===== src/hpl_pkg.sv =====
// ----------------------------------------------------------------------------
// hpl_pkg : shared types, constants and tables for head pose estimation
// Holds the pose landmark index list, the coefficient table and the
// state encoding of the pose sequencer.
// ----------------------------------------------------------------------------
package hpl_pkg;

    localparam int POSE_POINTS    = 7;
    localparam int LANDMARK_COUNT = 68;
    localparam int VEC_LEN        = 2 * POSE_POINTS + 1;
    localparam int PT_W           = $clog2(POSE_POINTS);
    localparam int VEC_W          = $clog2(VEC_LEN);
    localparam int COORD_W        = 16;
    localparam int SUM_W          = COORD_W + $clog2(POSE_POINTS + 1);
    localparam int COEF_W         = 18;
    localparam int NUM_W          = 40;   // |P*v - S| * 4096 fits signed 40
    localparam int DEN_W          = SUM_W;
    localparam int QUO_W          = 32;   // doubled quotient range before saturation
    localparam int ACC_W          = 40;

    typedef enum logic [3:0] {
        ST_LOAD,
        ST_SCAN_REQ,
        ST_SCAN,
        ST_NORM_REQ,
        ST_NORM_RD,
        ST_DIV,
        ST_MAC,
        ST_CLEAR,
        ST_OUT
    } seq_state_t;

    typedef struct packed {
        logic              wr_en;
        logic [PT_W-1:0]   wr_addr;
        logic [2*COORD_W-1:0] wr_data;
        logic [PT_W-1:0]   rd_addr;
    } pt_mem_ctl_t;

    // Slot of a landmark index in the pose list; POSE_POINTS when absent.
    function automatic logic [PT_W:0] pose_slot(input logic [6:0] idx);
        logic [PT_W:0] slot;
        slot = (PT_W+1)'(POSE_POINTS);
        unique case (idx)
            7'd27:   slot = (PT_W+1)'(0);
            7'd29:   slot = (PT_W+1)'(1);
            7'd33:   slot = (PT_W+1)'(2);
            7'd31:   slot = (PT_W+1)'(3);
            7'd65:   slot = (PT_W+1)'(4);
            7'd46:   slot = (PT_W+1)'(5);
            7'd52:   slot = (PT_W+1)'(6);
            default: slot = (PT_W+1)'(POSE_POINTS);
        endcase
        return slot;
    endfunction

    // Trained coefficients, row-major, Q8.10.
    function automatic logic signed [COEF_W-1:0] coef(input logic [VEC_W-1:0] row,
                                                      input logic [1:0] col);
        logic signed [COEF_W-1:0] c [0:2];
        c[0] = '0; c[1] = '0; c[2] = '0;
        unique case (row)
            4'd0:  begin c[0] =  18'sd143;   c[1] =  18'sd28060;  c[2] =  18'sd7195;  end
            4'd1:  begin c[0] = -18'sd2542;  c[1] =  18'sd9824;   c[2] =  18'sd6182;  end
            4'd2:  begin c[0] =  18'sd1305;  c[1] =  18'sd10731;  c[2] =  18'sd6357;  end
            4'd3:  begin c[0] =  18'sd1202;  c[1] =  18'sd29889;  c[2] =  18'sd1718;  end
            4'd4:  begin c[0] =  18'sd314;   c[1] = -18'sd106324; c[2] =  18'sd5798;  end
            4'd5:  begin c[0] =  18'sd4902;  c[1] =  18'sd18302;  c[2] = -18'sd15731; end
            4'd6:  begin c[0] = -18'sd5325;  c[1] =  18'sd9518;   c[2] = -18'sd11519; end
            4'd7:  begin c[0] = -18'sd25774; c[1] =  18'sd11126;  c[2] = -18'sd30195; end
            4'd8:  begin c[0] = -18'sd5761;  c[1] =  18'sd9305;   c[2] = -18'sd12389; end
            4'd9:  begin c[0] = -18'sd5322;  c[1] = -18'sd8451;   c[2] =  18'sd13718; end
            4'd10: begin c[0] = -18'sd24232; c[1] = -18'sd13450;  c[2] =  18'sd30139; end
            4'd11: begin c[0] =  18'sd68853; c[1] =  18'sd683;    c[2] =  18'sd1887;  end
            4'd12: begin c[0] = -18'sd2900;  c[1] =  18'sd4673;   c[2] = -18'sd16266; end
            4'd13: begin c[0] = -18'sd4863;  c[1] = -18'sd3886;   c[2] =  18'sd13106; end
            4'd14: begin c[0] = -18'sd16486; c[1] =  18'sd1507;   c[2] =  18'sd4136;  end
            default: begin c[0] = '0; c[1] = '0; c[2] = '0; end
        endcase
        unique case (col)
            2'd0:    return c[0];
            2'd1:    return c[1];
            default: return c[2];
        endcase
    endfunction

endpackage


===== src/hpl_ram.sv =====
// ----------------------------------------------------------------------------
// hpl_ram : generic single-port-write, single-read RAM
// One write port and one read port with a registered read.
// ----------------------------------------------------------------------------
module hpl_ram #(
    parameter int WIDTH = 32,
    parameter int DEPTH = 8
) (
    input  logic                     clk,
    input  logic                     wr_en,
    input  logic [$clog2(DEPTH)-1:0] wr_addr,
    input  logic [WIDTH-1:0]         wr_data,
    input  logic [$clog2(DEPTH)-1:0] rd_addr,
    output logic [WIDTH-1:0]         rd_data
);

    logic [WIDTH-1:0] mem [0:DEPTH-1];

    // write and registered read
    always_ff @(posedge clk)
    begin
        if (wr_en)
        begin
            mem[wr_addr] <= wr_data;
        end
        rd_data <= mem[rd_addr];
    end

endmodule


===== src/hpl_div.sv =====
// ----------------------------------------------------------------------------
// hpl_div : iterative signed divider with round half away from zero
// Restoring division one quotient bit per cycle on magnitudes, then the
// sign and saturation to signed 16 bits.
// ----------------------------------------------------------------------------
module hpl_div (
    input  logic                              clk,
    input  logic                              rst_n,
    input  logic                              start,
    input  logic signed [hpl_pkg::NUM_W-1:0]  num,
    input  logic [hpl_pkg::DEN_W-1:0]         den,
    output logic                              done,
    output logic signed [15:0]                quo
);

    localparam int QW = hpl_pkg::QUO_W;
    localparam int RW = hpl_pkg::DEN_W + 1;

    logic [hpl_pkg::NUM_W-1:0] dvd_reg, dvd_next;
    logic [RW-1:0]             rem_reg, rem_next;
    logic [QW-1:0]             q_reg, q_next;
    logic [hpl_pkg::DEN_W-1:0] den_reg, den_next;
    logic                      neg_reg, neg_next;
    logic [5:0]                cnt_reg, cnt_next;
    logic                      busy_reg, busy_next;
    logic                      done_reg, done_next;
    logic [RW-1:0]             trial;
    logic [hpl_pkg::NUM_W-1:0] mag;
    logic [QW:0]               rounded;
    logic signed [QW+1:0]      signed_q;

    // magnitude, doubled so the half-divisor rounding becomes a last bit
    always_comb
    begin
        mag = num[hpl_pkg::NUM_W-1] ? hpl_pkg::NUM_W'(-num) : hpl_pkg::NUM_W'(num);
        trial = {rem_reg[RW-2:0], dvd_reg[hpl_pkg::NUM_W-1]};
    end

    // one quotient bit per cycle over doubled numerator: q2 = floor(2|n|/d)
    always_comb
    begin
        dvd_next = dvd_reg;
        rem_next = rem_reg;
        q_next   = q_reg;
        den_next = den_reg;
        neg_next = neg_reg;
        cnt_next = cnt_reg;
        busy_next = busy_reg;
        done_next = busy_reg && (cnt_reg == 6'd1);
        if (start)
        begin
            dvd_next  = mag;
            rem_next  = '0;
            q_next    = '0;
            den_next  = den;
            neg_next  = num[hpl_pkg::NUM_W-1];
            cnt_next  = 6'(hpl_pkg::NUM_W + 1);
            busy_next = 1'b1;
        end
        else if (busy_reg)
        begin
            dvd_next = {dvd_reg[hpl_pkg::NUM_W-2:0], 1'b0};
            if (trial >= RW'(den_reg))
            begin
                rem_next = trial - RW'(den_reg);
                q_next   = {q_reg[QW-2:0], 1'b1};
            end
            else
            begin
                rem_next = trial;
                q_next   = {q_reg[QW-2:0], 1'b0};
            end
            cnt_next = cnt_reg - 6'd1;
            if (cnt_reg == 6'd1)
            begin
                busy_next = 1'b0;
            end
        end
    end

    // hold iteration state
    always_ff @(posedge clk or negedge rst_n)
    begin
        if (!rst_n)
        begin
            busy_reg <= 1'b0;
            cnt_reg  <= '0;
            done_reg <= 1'b0;
        end
        else
        begin
            busy_reg <= busy_next;
            cnt_reg  <= cnt_next;
            done_reg <= done_next;
        end
    end

    always_ff @(posedge clk)
    begin
        dvd_reg <= dvd_next;
        rem_reg <= rem_next;
        q_reg   <= q_next;
        den_reg <= den_next;
        neg_reg <= neg_next;
    end

    // (2q'+1)/2 floor gives round half up on magnitude; saturate
    always_comb
    begin
        rounded  = ({1'b0, q_reg} + (QW+1)'(1)) >> 1;
        signed_q = neg_reg ? -$signed({1'b0, rounded}) : $signed({1'b0, rounded});
        if (signed_q > 32767)
            quo = 16'sd32767;
        else if (signed_q < -32768)
            quo = -16'sd32768;
        else
            quo = signed_q[15:0];
        done = done_reg;
    end

    // a start never arrives mid-division
    assert property (@(posedge clk) disable iff (!rst_n) busy_reg |-> !start)
        else $error("divider restarted while busy");
    assert property (@(posedge clk) disable iff (!rst_n) start |=> busy_reg)
        else $error("divider failed to start");
    assert property (@(posedge clk) disable iff (!rst_n) busy_reg |-> den_reg != '0)
        else $error("division by zero");

endmodule


===== src/hpl_seq.sv =====
// ----------------------------------------------------------------------------
// hpl_seq : pose sequencer
// Captures pose landmarks into the point memory, then scans it for sums
// and y extremes, normalizes each coordinate and accumulates the three
// angle dot products unless the shape is degenerate, and finally clears the memory.
// ----------------------------------------------------------------------------
module hpl_seq (
    input  logic        clk,
    input  logic        rst_n,
    input  logic        in_valid,
    output logic        in_stall,
    input  logic [6:0]  landmark_index,
    input  logic [15:0] coord_x,
    input  logic [15:0] coord_y,
    input  logic        last,
    output logic        out_valid,
    input  logic        out_stall,
    output logic signed [15:0] pitch,
    output logic signed [15:0] yaw,
    output logic signed [15:0] roll,
    output logic        degenerate,
    output hpl_pkg::pt_mem_ctl_t mem_ctl,
    input  logic [2*hpl_pkg::COORD_W-1:0] mem_rd_data,
    output logic        div_start,
    output logic signed [hpl_pkg::NUM_W-1:0] div_num,
    output logic [hpl_pkg::DEN_W-1:0] div_den,
    input  logic        div_done,
    input  logic signed [15:0] div_quo
);

    localparam int P  = hpl_pkg::POSE_POINTS;
    localparam int PW = hpl_pkg::PT_W;
    localparam int VW = hpl_pkg::VEC_W;
    localparam int SW = hpl_pkg::SUM_W;
    localparam int AW = hpl_pkg::ACC_W;

    hpl_pkg::seq_state_t state_reg, state_next;
    logic [P-1:0]    seen_reg, seen_next;
    logic [PW:0]     ptr_reg, ptr_next;
    logic            axis_reg, axis_next;   // 0 = x, 1 = y
    logic [SW-1:0]   sx_reg, sx_next, sy_reg, sy_next;
    logic [15:0]     miny_reg, miny_next, maxy_reg, maxy_next;
    logic signed [15:0] nval_reg, nval_next;
    logic [1:0]      col_reg, col_next;
    logic signed [AW-1:0] acc_reg [0:2];
    logic signed [AW-1:0] acc_next [0:2];
    logic signed [16+hpl_pkg::COEF_W-1:0] prod_reg, prod_next;
    logic            prod_vld_reg, prod_vld_next;
    logic [1:0]      prod_col_reg, prod_col_next;
    logic [VW-1:0]   row_reg, row_next;
    logic            ovalid_reg, ovalid_next;
    logic signed [15:0] pitch_reg, yaw_reg, roll_reg;
    logic signed [15:0] pitch_next, yaw_next, roll_next;
    logic            degen_reg, degen_next;
    logic [PW-1:0]   rd_addr_reg;

    logic [PW:0]     slot;
    logic            accept;
    logic            rd_seen;
    logic [15:0]     rd_x, rd_y;
    logic [15:0]     span;
    logic signed [SW+3:0] pv;
    logic signed [15:0] ang [0:2];

    // a pose point not captured in this shape reads as (0, 0)
    assign slot    = hpl_pkg::pose_slot(landmark_index);
    assign accept  = in_valid && !in_stall;
    assign rd_seen = seen_reg[rd_addr_reg];
    assign rd_x    = rd_seen ? mem_rd_data[2*hpl_pkg::COORD_W-1:hpl_pkg::COORD_W] : '0;
    assign rd_y    = rd_seen ? mem_rd_data[hpl_pkg::COORD_W-1:0] : '0;
    assign span    = maxy_reg - miny_reg;

    // round Q.22 sum to Q9.7 half away from zero and saturate
    function automatic logic signed [15:0] to_angle(input logic signed [AW-1:0] a);
        logic [AW-1:0] mag;
        logic [AW-1:0] q;
        logic signed [AW:0] s;
        mag = a[AW-1] ? AW'(-a) : AW'(a);
        q   = (mag + AW'(16384)) >> 15;
        s   = a[AW-1] ? -$signed({1'b0, q}) : $signed({1'b0, q});
        if (s > 32767)
            return 16'sd32767;
        else if (s < -32768)
            return -16'sd32768;
        else
            return s[15:0];
    endfunction

    always_comb
    begin
        ang[0] = to_angle(acc_reg[0]);
        ang[1] = to_angle(acc_reg[1]);
        ang[2] = to_angle(acc_reg[2]);
    end

    // next state
    always_comb
    begin
        state_next = state_reg;
        unique case (state_reg)
            hpl_pkg::ST_LOAD:
                if (accept && last) state_next = hpl_pkg::ST_SCAN_REQ;
            hpl_pkg::ST_SCAN_REQ:
                state_next = hpl_pkg::ST_SCAN;
            hpl_pkg::ST_SCAN:
                if (ptr_reg == (PW+1)'(P - 1)) state_next = hpl_pkg::ST_NORM_REQ;
            hpl_pkg::ST_NORM_REQ:
                if (seen_reg == '0 || span == '0) state_next = hpl_pkg::ST_CLEAR;
                else state_next = hpl_pkg::ST_NORM_RD;
            hpl_pkg::ST_NORM_RD:
                state_next = hpl_pkg::ST_DIV;
            hpl_pkg::ST_DIV:
                if (div_done) state_next = hpl_pkg::ST_MAC;
            hpl_pkg::ST_MAC:
                if (col_reg == 2'd2)
                begin
                    if (row_reg == VW'(2 * P)) state_next = hpl_pkg::ST_CLEAR;
                    else if (row_reg == VW'(2 * P - 1)) state_next = hpl_pkg::ST_MAC;
                    else state_next = hpl_pkg::ST_NORM_RD;
                end
            hpl_pkg::ST_CLEAR:
                if (ptr_reg == (PW+1)'(P - 1) && !prod_vld_reg) state_next = hpl_pkg::ST_OUT;
            hpl_pkg::ST_OUT:
                if (!ovalid_reg) state_next = hpl_pkg::ST_LOAD;
            default:
                state_next = hpl_pkg::ST_LOAD;
        endcase
    end

    // datapath and outputs
    always_comb
    begin
        seen_next  = seen_reg;
        ptr_next   = ptr_reg;
        axis_next  = axis_reg;
        sx_next    = sx_reg;
        sy_next    = sy_reg;
        miny_next  = miny_reg;
        maxy_next  = maxy_reg;
        nval_next  = nval_reg;
        col_next   = col_reg;
        row_next   = row_reg;
        acc_next   = acc_reg;
        prod_next  = prod_reg;
        prod_vld_next = 1'b0;
        prod_col_next = col_reg;
        ovalid_next = ovalid_reg && out_stall;
        pitch_next = pitch_reg;
        yaw_next   = yaw_reg;
        roll_next  = roll_reg;
        degen_next = degen_reg;
        mem_ctl    = '0;
        div_start  = 1'b0;
        div_num    = '0;
        div_den    = (hpl_pkg::DEN_W)'(P) * span;
        in_stall   = (state_reg != hpl_pkg::ST_LOAD);
        pv         = '0;

        // accumulate a registered product
        if (prod_vld_reg)
        begin
            acc_next[prod_col_reg] = acc_reg[prod_col_reg] + AW'(prod_reg);
        end

        unique case (state_reg)
            hpl_pkg::ST_LOAD:
            begin
                if (accept && landmark_index < 7'(hpl_pkg::LANDMARK_COUNT)
                    && slot != (PW+1)'(P))
                begin
                    mem_ctl.wr_en   = 1'b1;
                    mem_ctl.wr_addr = slot[PW-1:0];
                    mem_ctl.wr_data = {coord_x, coord_y};
                    seen_next[slot[PW-1:0]] = 1'b1;
                end
                ptr_next = '0;
                sx_next  = '0;
                sy_next  = '0;
                acc_next[0] = '0;
                acc_next[1] = '0;
                acc_next[2] = '0;
            end
            hpl_pkg::ST_SCAN_REQ:
            begin
                mem_ctl.rd_addr = '0;
                ptr_next = '0;
            end
            hpl_pkg::ST_SCAN:
            begin
                mem_ctl.rd_addr = (ptr_reg == (PW+1)'(P - 1))
                                  ? '0 : PW'(ptr_reg + (PW+1)'(1));
                sx_next = sx_reg + SW'(rd_x);
                sy_next = sy_reg + SW'(rd_y);
                if (ptr_reg == '0 || rd_y < miny_reg) miny_next = rd_y;
                if (ptr_reg == '0 || rd_y > maxy_reg) maxy_next = rd_y;
                ptr_next = ptr_reg + (PW+1)'(1);
            end
            hpl_pkg::ST_NORM_REQ:
            begin
                ptr_next  = '0;
                axis_next = 1'b0;
                row_next  = '0;
                col_next  = '0;
                mem_ctl.rd_addr = '0;
            end
            hpl_pkg::ST_NORM_RD:
            begin
                mem_ctl.rd_addr = ptr_reg[PW-1:0];
                pv = $signed({4'b0, (SW)'(P) * SW'(axis_reg ? rd_y : rd_x)})
                     - $signed({4'b0, axis_reg ? sy_reg : sx_reg});
                div_num   = (hpl_pkg::NUM_W)'(pv) <<< 12;
                div_start = 1'b1;
            end
            hpl_pkg::ST_DIV:
            begin
                mem_ctl.rd_addr = ptr_reg[PW-1:0];
                if (div_done)
                begin
                    nval_next = div_quo;
                    col_next  = '0;
                end
            end
            hpl_pkg::ST_MAC:
            begin
                prod_next = (row_reg == VW'(2 * P) ? 16'sd4096 : nval_reg)
                            * hpl_pkg::coef(row_reg, col_reg);
                prod_vld_next = 1'b1;
                prod_col_next = col_reg;
                col_next = col_reg + 2'd1;
                if (col_reg == 2'd2)
                begin
                    col_next = '0;
                    row_next = row_reg + VW'(1);
                    if (ptr_reg == (PW+1)'(P - 1))
                    begin
                        ptr_next  = '0;
                        axis_next = 1'b1;
                    end
                    else
                    begin
                        ptr_next = ptr_reg + (PW+1)'(1);
                    end
                    if (row_reg == VW'(2 * P)) ptr_next = '0;
                end
                // fetch the point of the next row ahead of its normalize
                mem_ctl.rd_addr = ptr_next[PW-1:0];
            end
            hpl_pkg::ST_CLEAR:
            begin
                mem_ctl.wr_en   = 1'b1;
                mem_ctl.wr_addr = ptr_reg[PW-1:0];
                mem_ctl.wr_data = '0;
                if (ptr_reg != (PW+1)'(P - 1)) ptr_next = ptr_reg + (PW+1)'(1);
            end
            hpl_pkg::ST_OUT:
            begin
                if (!ovalid_reg)
                begin
                    // load result once the output register is free
                    ovalid_next = 1'b1;
                    degen_next  = (seen_reg == '0) || (span == '0);
                    pitch_next  = degen_next ? 16'sd0 : ang[0];
                    yaw_next    = degen_next ? 16'sd0 : ang[1];
                    roll_next   = degen_next ? 16'sd0 : ang[2];
                    seen_next   = '0;
                end
            end
            default:
            begin
            end
        endcase
    end

    // advance control state
    always_ff @(posedge clk or negedge rst_n)
    begin
        if (!rst_n)
        begin
            state_reg    <= hpl_pkg::ST_LOAD;
            seen_reg     <= '0;
            ptr_reg      <= '0;
            axis_reg     <= 1'b0;
            col_reg      <= '0;
            row_reg      <= '0;
            prod_vld_reg <= 1'b0;
            ovalid_reg   <= 1'b0;
            rd_addr_reg  <= '0;
        end
        else
        begin
            state_reg    <= state_next;
            seen_reg     <= seen_next;
            ptr_reg      <= ptr_next;
            axis_reg     <= axis_next;
            col_reg      <= col_next;
            row_reg      <= row_next;
            prod_vld_reg <= prod_vld_next;
            ovalid_reg   <= ovalid_next;
            rd_addr_reg  <= mem_ctl.rd_addr;
        end
    end

    always_ff @(posedge clk)
    begin
        sx_reg       <= sx_next;
        sy_reg       <= sy_next;
        miny_reg     <= miny_next;
        maxy_reg     <= maxy_next;
        nval_reg     <= nval_next;
        acc_reg      <= acc_next;
        prod_reg     <= prod_next;
        prod_col_reg <= prod_col_next;
        pitch_reg    <= pitch_next;
        yaw_reg      <= yaw_next;
        roll_reg     <= roll_next;
        degen_reg    <= degen_next;
    end

    assign out_valid  = ovalid_reg;
    assign pitch      = pitch_reg;
    assign yaw        = yaw_reg;
    assign roll       = roll_reg;
    assign degenerate = degen_reg;

    // no landmark accepted outside the load phase
    assert property (@(posedge clk) disable iff (!rst_n)
        accept |-> state_reg == hpl_pkg::ST_LOAD)
        else $error("landmark accepted while computing");
    // a degenerate result carries zero angles
    assert property (@(posedge clk) disable iff (!rst_n)
        (out_valid && degenerate) |-> (pitch == 0 && yaw == 0 && roll == 0))
        else $error("degenerate result with nonzero angle");
    // divider is started only from the normalize read state
    assert property (@(posedge clk) disable iff (!rst_n)
        div_start |-> state_reg == hpl_pkg::ST_NORM_RD)
        else $error("stray divider start");
    // point-seen mask is empty when a new shape begins loading
    assert property (@(posedge clk) disable iff (!rst_n)
        (state_reg == hpl_pkg::ST_OUT && !ovalid_reg) |=> seen_reg == '0)
        else $error("seen mask not cleared after shape");

endmodule


===== src/head_pose_from_landmarks.sv =====
// Timing: after the last landmark the sequencer scans the points, normalizes the 14
//   coordinates one after another through the bit-serial divider and clears the
//   memory; a degenerate shape skips the normalizing. The result loads after that.
// Throughput: one landmark per cycle within a shape; input stalls from the last
//   landmark until the result is loaded, longer while an earlier result is held.
// Reset: rst_n asynchronous, active low; clears control state and the seen mask.
// ----------------------------------------------------------------------------
// head_pose_from_landmarks : head pose estimate from face landmarks
// Point memory, sequencer and shared divider.
// ----------------------------------------------------------------------------
module head_pose_from_landmarks (
    input  logic        clk,
    input  logic        rst_n,
    input  logic        in_valid,
    output logic        in_stall,
    input  logic [6:0]  landmark_index,
    input  logic [15:0] coord_x,
    input  logic [15:0] coord_y,
    input  logic        last,
    output logic        out_valid,
    input  logic        out_stall,
    output logic signed [15:0] pitch,
    output logic signed [15:0] yaw,
    output logic signed [15:0] roll,
    output logic        degenerate
);

    hpl_pkg::pt_mem_ctl_t mem_ctl;
    logic [2*hpl_pkg::COORD_W-1:0] mem_rd_data;
    logic        div_start, div_done;
    logic signed [hpl_pkg::NUM_W-1:0] div_num;
    logic [hpl_pkg::DEN_W-1:0] div_den;
    logic signed [15:0] div_quo;

    // captured pose points, x in the upper half
    hpl_ram #(.WIDTH(2 * hpl_pkg::COORD_W), .DEPTH(hpl_pkg::POSE_POINTS)) u_pts (
        .clk     (clk),
        .wr_en   (mem_ctl.wr_en),
        .wr_addr (mem_ctl.wr_addr),
        .wr_data (mem_ctl.wr_data),
        .rd_addr (mem_ctl.rd_addr),
        .rd_data (mem_rd_data)
    );

    hpl_div u_div (
        .clk   (clk),
        .rst_n (rst_n),
        .start (div_start),
        .num   (div_num),
        .den   (div_den),
        .done  (div_done),
        .quo   (div_quo)
    );

    hpl_seq u_seq (
        .clk            (clk),
        .rst_n          (rst_n),
        .in_valid       (in_valid),
        .in_stall       (in_stall),
        .landmark_index (landmark_index),
        .coord_x        (coord_x),
        .coord_y        (coord_y),
        .last           (last),
        .out_valid      (out_valid),
        .out_stall      (out_stall),
        .pitch          (pitch),
        .yaw            (yaw),
        .roll           (roll),
        .degenerate     (degenerate),
        .mem_ctl        (mem_ctl),
        .mem_rd_data    (mem_rd_data),
        .div_start      (div_start),
        .div_num        (div_num),
        .div_den        (div_den),
        .div_done       (div_done),
        .div_quo        (div_quo)
    );

endmodule


===== config.mk =====
export PLATFORM = sky130hd
export DESIGN_NAME = head_pose_from_landmarks
export DESIGN_NICKNAME = d
export VERILOG_FILES = /design/src/hpl_pkg.sv /design/src/hpl_ram.sv /design/src/hpl_div.sv /design/src/hpl_seq.sv /design/src/head_pose_from_landmarks.sv
export SDC_FILE = /design/constraint.sdc
export NUM_CORES = 2
export LEC_CHECK = 0
export BUFFER_PORTS_ARGS = -buffer_cell sky130_fd_sc_hd__buf_2
export CAP_MARGIN = 20
export CORE_MARGIN = 2
export CORE_UTILIZATION = 35
export CTS_CLUSTER_SIZE = 30
export DETAILED_ROUTE_END_ITERATION = 10
export GPL_TIMING_DRIVEN = 0
export PLACE_DENSITY = 0.45
export SLEW_MARGIN = 0
export SYNTH_ARGS = -nofsm -noshare
export SYNTH_HDL_FRONTEND = slang
export SYNTH_SLANG_ARGS = --single-unit

===== constraint.sdc =====
create_clock -name clk -period 9.4 [get_ports clk]
set_input_delay 0.94 -clock clk [delete_from_list [all_inputs] [get_ports clk]]
set_output_delay 0.94 -clock clk [all_outputs]
set_load 0.05 [all_outputs]

==> results.yml <==
run_status:
  outcome: "complete, no violations"
yosys:
  ys_ff_latch: 681
  yosys_warnings: 0
  syn_nets: 7371
  synth_edf_count: 441
  synth_top_family_by_area: "simple AND/OR/NAND/NOR gates"
  synth_simple_gate_area_share_pct: 20.2
  ys_seq_area_share_pct: 31.1
  synth_compound_area_share_pct: 15.7
  syn-cell-area_um2: 58600
  synthArstFlopShare_pct: 5.14
  synth-adder-area-share_pct: 17.8
  synthMuxAreaShare_pct: 2.66
  syn_avg_cell_area_um2: 8.75
  synth_cells: 6696
  synth_xor_area_share_pct: 6.13
  synth_ff_type: "edfxtp_1"
  ys_types: 125
die:
  start_util_pct: 35.2
  die-width_um: 413
  rows: 150
  die_area_um2: 171000
  die_h_um: 413
  ioPinCount: 95
  fp.coreArea_um2: 167000
run:
  cap_violations: 0
timing:
  grt_setup_unrepaired: "false"
  finalMaxSlewViolations: 0
  finalCritPeriodShare_pct: 96.1
  worst_pin_slew_ns: 1.09
  period_minus_slack_ns: 9.03
  finalSetupViolCount: 0
  final_hold_viol_count: 0
  fin_skew_ns: 0.0530
  maxSlewHeadroom_pct: 27.1
  timing.fmax_mhz: 111
  setup_ws_ns: 0.365
worst_setup_path:
  worstPathArrival_ns: 9.51
  worst-setup-path-type: "flip-flop to flip-flop"
  cp_top_family: "adder cells"
  crit_path_start_kind: "flip-flop"
  path_max_fanout: 10
  worstPathRequired_ns: 9.88
  critPathMaxStageDelay_ns: 0.55
  cp-end-kind: "flip-flop"
  critPathBufInv: 7
  critPathSlowestCell: "fa_1"
finish:
  nets: 7585
  final_cell_mix: "822 x nand2_1, 588 x inv_1, 561 x nor2_1"
  area_delta_synth_final_pct: 11.8
  mostFrequentLayoutCell: "nand2_1"
  largest_register_ffs: 224
  layout-drive-gt1-share_pct: 7.63
global_route:
  grt_pass1_vias: 47900
  grt_overflow: 0
  grt_pass1_wl_um: 292000
  grt_use_total_pct: 22.1
  grt_max_degree: 50
  antenna_found_initial: 10
clock_tree:
  hold_buffers: 0
  cts_tree: "done"
  htreeDepth: 3
  clockBufferDepth: 3
  clkSlewWorstSetupHoldPaths_ns: 0.06
  clkSinkCount: 681
  cts_root_buffer: "clkbuf_16"
  numCtsBuffers: 87
  clk_latency_ns: 0.75
routing:
  routedWlPerCell_um: 20.7
  drc_errors: 0
  antenna_left: 0
  totalWireLength_um: 190000
  dr.pass1.iters: 6
  via_per_inst: 5.33
  drtIter0Drc: 3567
  num_vias: 49000
place:
  place_ws_ns: -1.25
  gp_congestion: 0.873
  port_buffers: 94
  dpl.hpwl_um: 150000
hold_path:
  hp-class: "input port to asynchronous set/reset pin"
-- cell usage after synthesis (20+ instances only) --
library cell | number | share of area [%]
o21ai_0 | 326 | 2.8
xor2_1 | 135 | 2.0
buf_1 | 33 | 0.21
xnor2_1 | 267 | 4.0
a211oi_1 | 71 | 0.91
fa_1 | 327 | 11
buf_2 | 26 | 0.22
and2_1 | 127 | 1.4
o211ai_1 | 44 | 0.56
mux2i_1 | 130 | 2.2
a21boi_0 | 30 | 0.38
nand2b_1 | 95 | 1.0
o21ai_1 | 21 | 0.18
o31ai_1 | 59 | 0.76
or4_1 | 24 | 0.31
or3_1 | 57 | 0.61
nor2_1 | 565 | 3.6
ha_1 | 304 | 6.5
and4_1 | 20 | 0.30
a21oi_1 | 387 | 3.3
and3_1 | 55 | 0.59
o21a_1 | 34 | 0.44
nand4_1 | 74 | 0.79
nand2_1 | 825 | 5.3
clkbuf_1 | 316 | 2.0
dfxtp_1 | 205 | 7.0
nor2b_1 | 63 | 0.67
inv_1 | 589 | 3.8
dfrtp_1 | 35 | 1.5
a31oi_1 | 49 | 0.52
nor3_1 | 91 | 0.78
nand3_1 | 258 | 2.2
or2_2 | 40 | 0.43
mux2_2 | 20 | 0.38
edfxtp_1 | 441 | 23
o21bai_1 | 26 | 0.33
nor4_1 | 33 | 0.35
o41ai_1 | 22 | 0.33
a21o_1 | 72 | 0.92
-- worst reg2reg max path: cells and delay by family, from the launching register on --
family / cells / cell delay, ns
AO/OA/AOI/OAI: 10 / 2.33
XOR/XNOR: 1 / 0.40
adder cells (fa/ha/maj): 8 / 3.84
buffers and inverters: 7 / 0.93
flip-flops: 1 / 0.49
AND/OR/NAND/NOR: 4 / 0.82
-- routing by layer --
metal	track usage [%]	wire, um
met3	2.37	7360
met1	30.5	88400
met2	36.4	88600
met5	0	0
met4	6.36	5370
-- cell families after synthesis --
family                   count (synthesis)
buffers and inverters                  978
flip-flops                             681
multiplexers                           152
XOR/XNOR                               406
AO/OA/AOI/OAI                         1406
AND/OR/NAND/NOR                       2435
adder cells (fa/ha/maj)                638
-- final timing paths --
kind | cells after the start | slack [ns] | start | to
worst max-delay path | 30 | 0.37 | u_seq.row_reg[1] | u_seq.prod_reg[33]
worst min-delay path | 1 | 0.23 | rst_n | u_seq.seen_reg[2]
worst max register to register | 30 | 0.37 | u_seq.row_reg[1] | u_seq.prod_reg[33]
worst min register to register | 2 | 0.49 | u_seq.acc_reg[83] | u_seq.acc_reg[83]
max in group asynchronous | 2 | 8.61 | rst_n | u_div.cnt_reg[5]
min in group clk | 2 | 0.44 | out_stall | u_seq.out_valid
-- cell type report --
cell class	count	area (um^2)
Antenna cell	1	2.50
Buffer	377	1540
Clock buffer	120	2420
Clock inverter	42	507
Fill cell	17000	101000
Inverter	597	2240
Multi-Input combinational cell	5037	36900
Sequential cell	681	18200
Tap cell	2204	2760
Timing Repair Buffer	129	932
-- per-stage QoR --
stage	hold slack (ns)	TNS [ns]	util (%)	cell area [um^2]	instances
floorplan	0.345	0	-	58600	6696
global placement	0.467	-7.40	37.1	61800	8994
detailed placement	0.477	-7.05	37.4	62300	9021
CTS	0.190	0	39.2	65400	9182
global route	0.246	0	39.3	65500	9187
finish	0.235	0	39.3	65500	9188
-- repair_timing --
item	CTS	global route
setup endpoints to repair	14	49
endpoints found under the hold margin	0	0
setup buffers	1	7
cloned	0	0
pin swaps	1	2
gates resized for setup	47	48
Power is not shown: default switching activity piles up to over one toggle a cycle in this logic, so the estimate is an artifact.
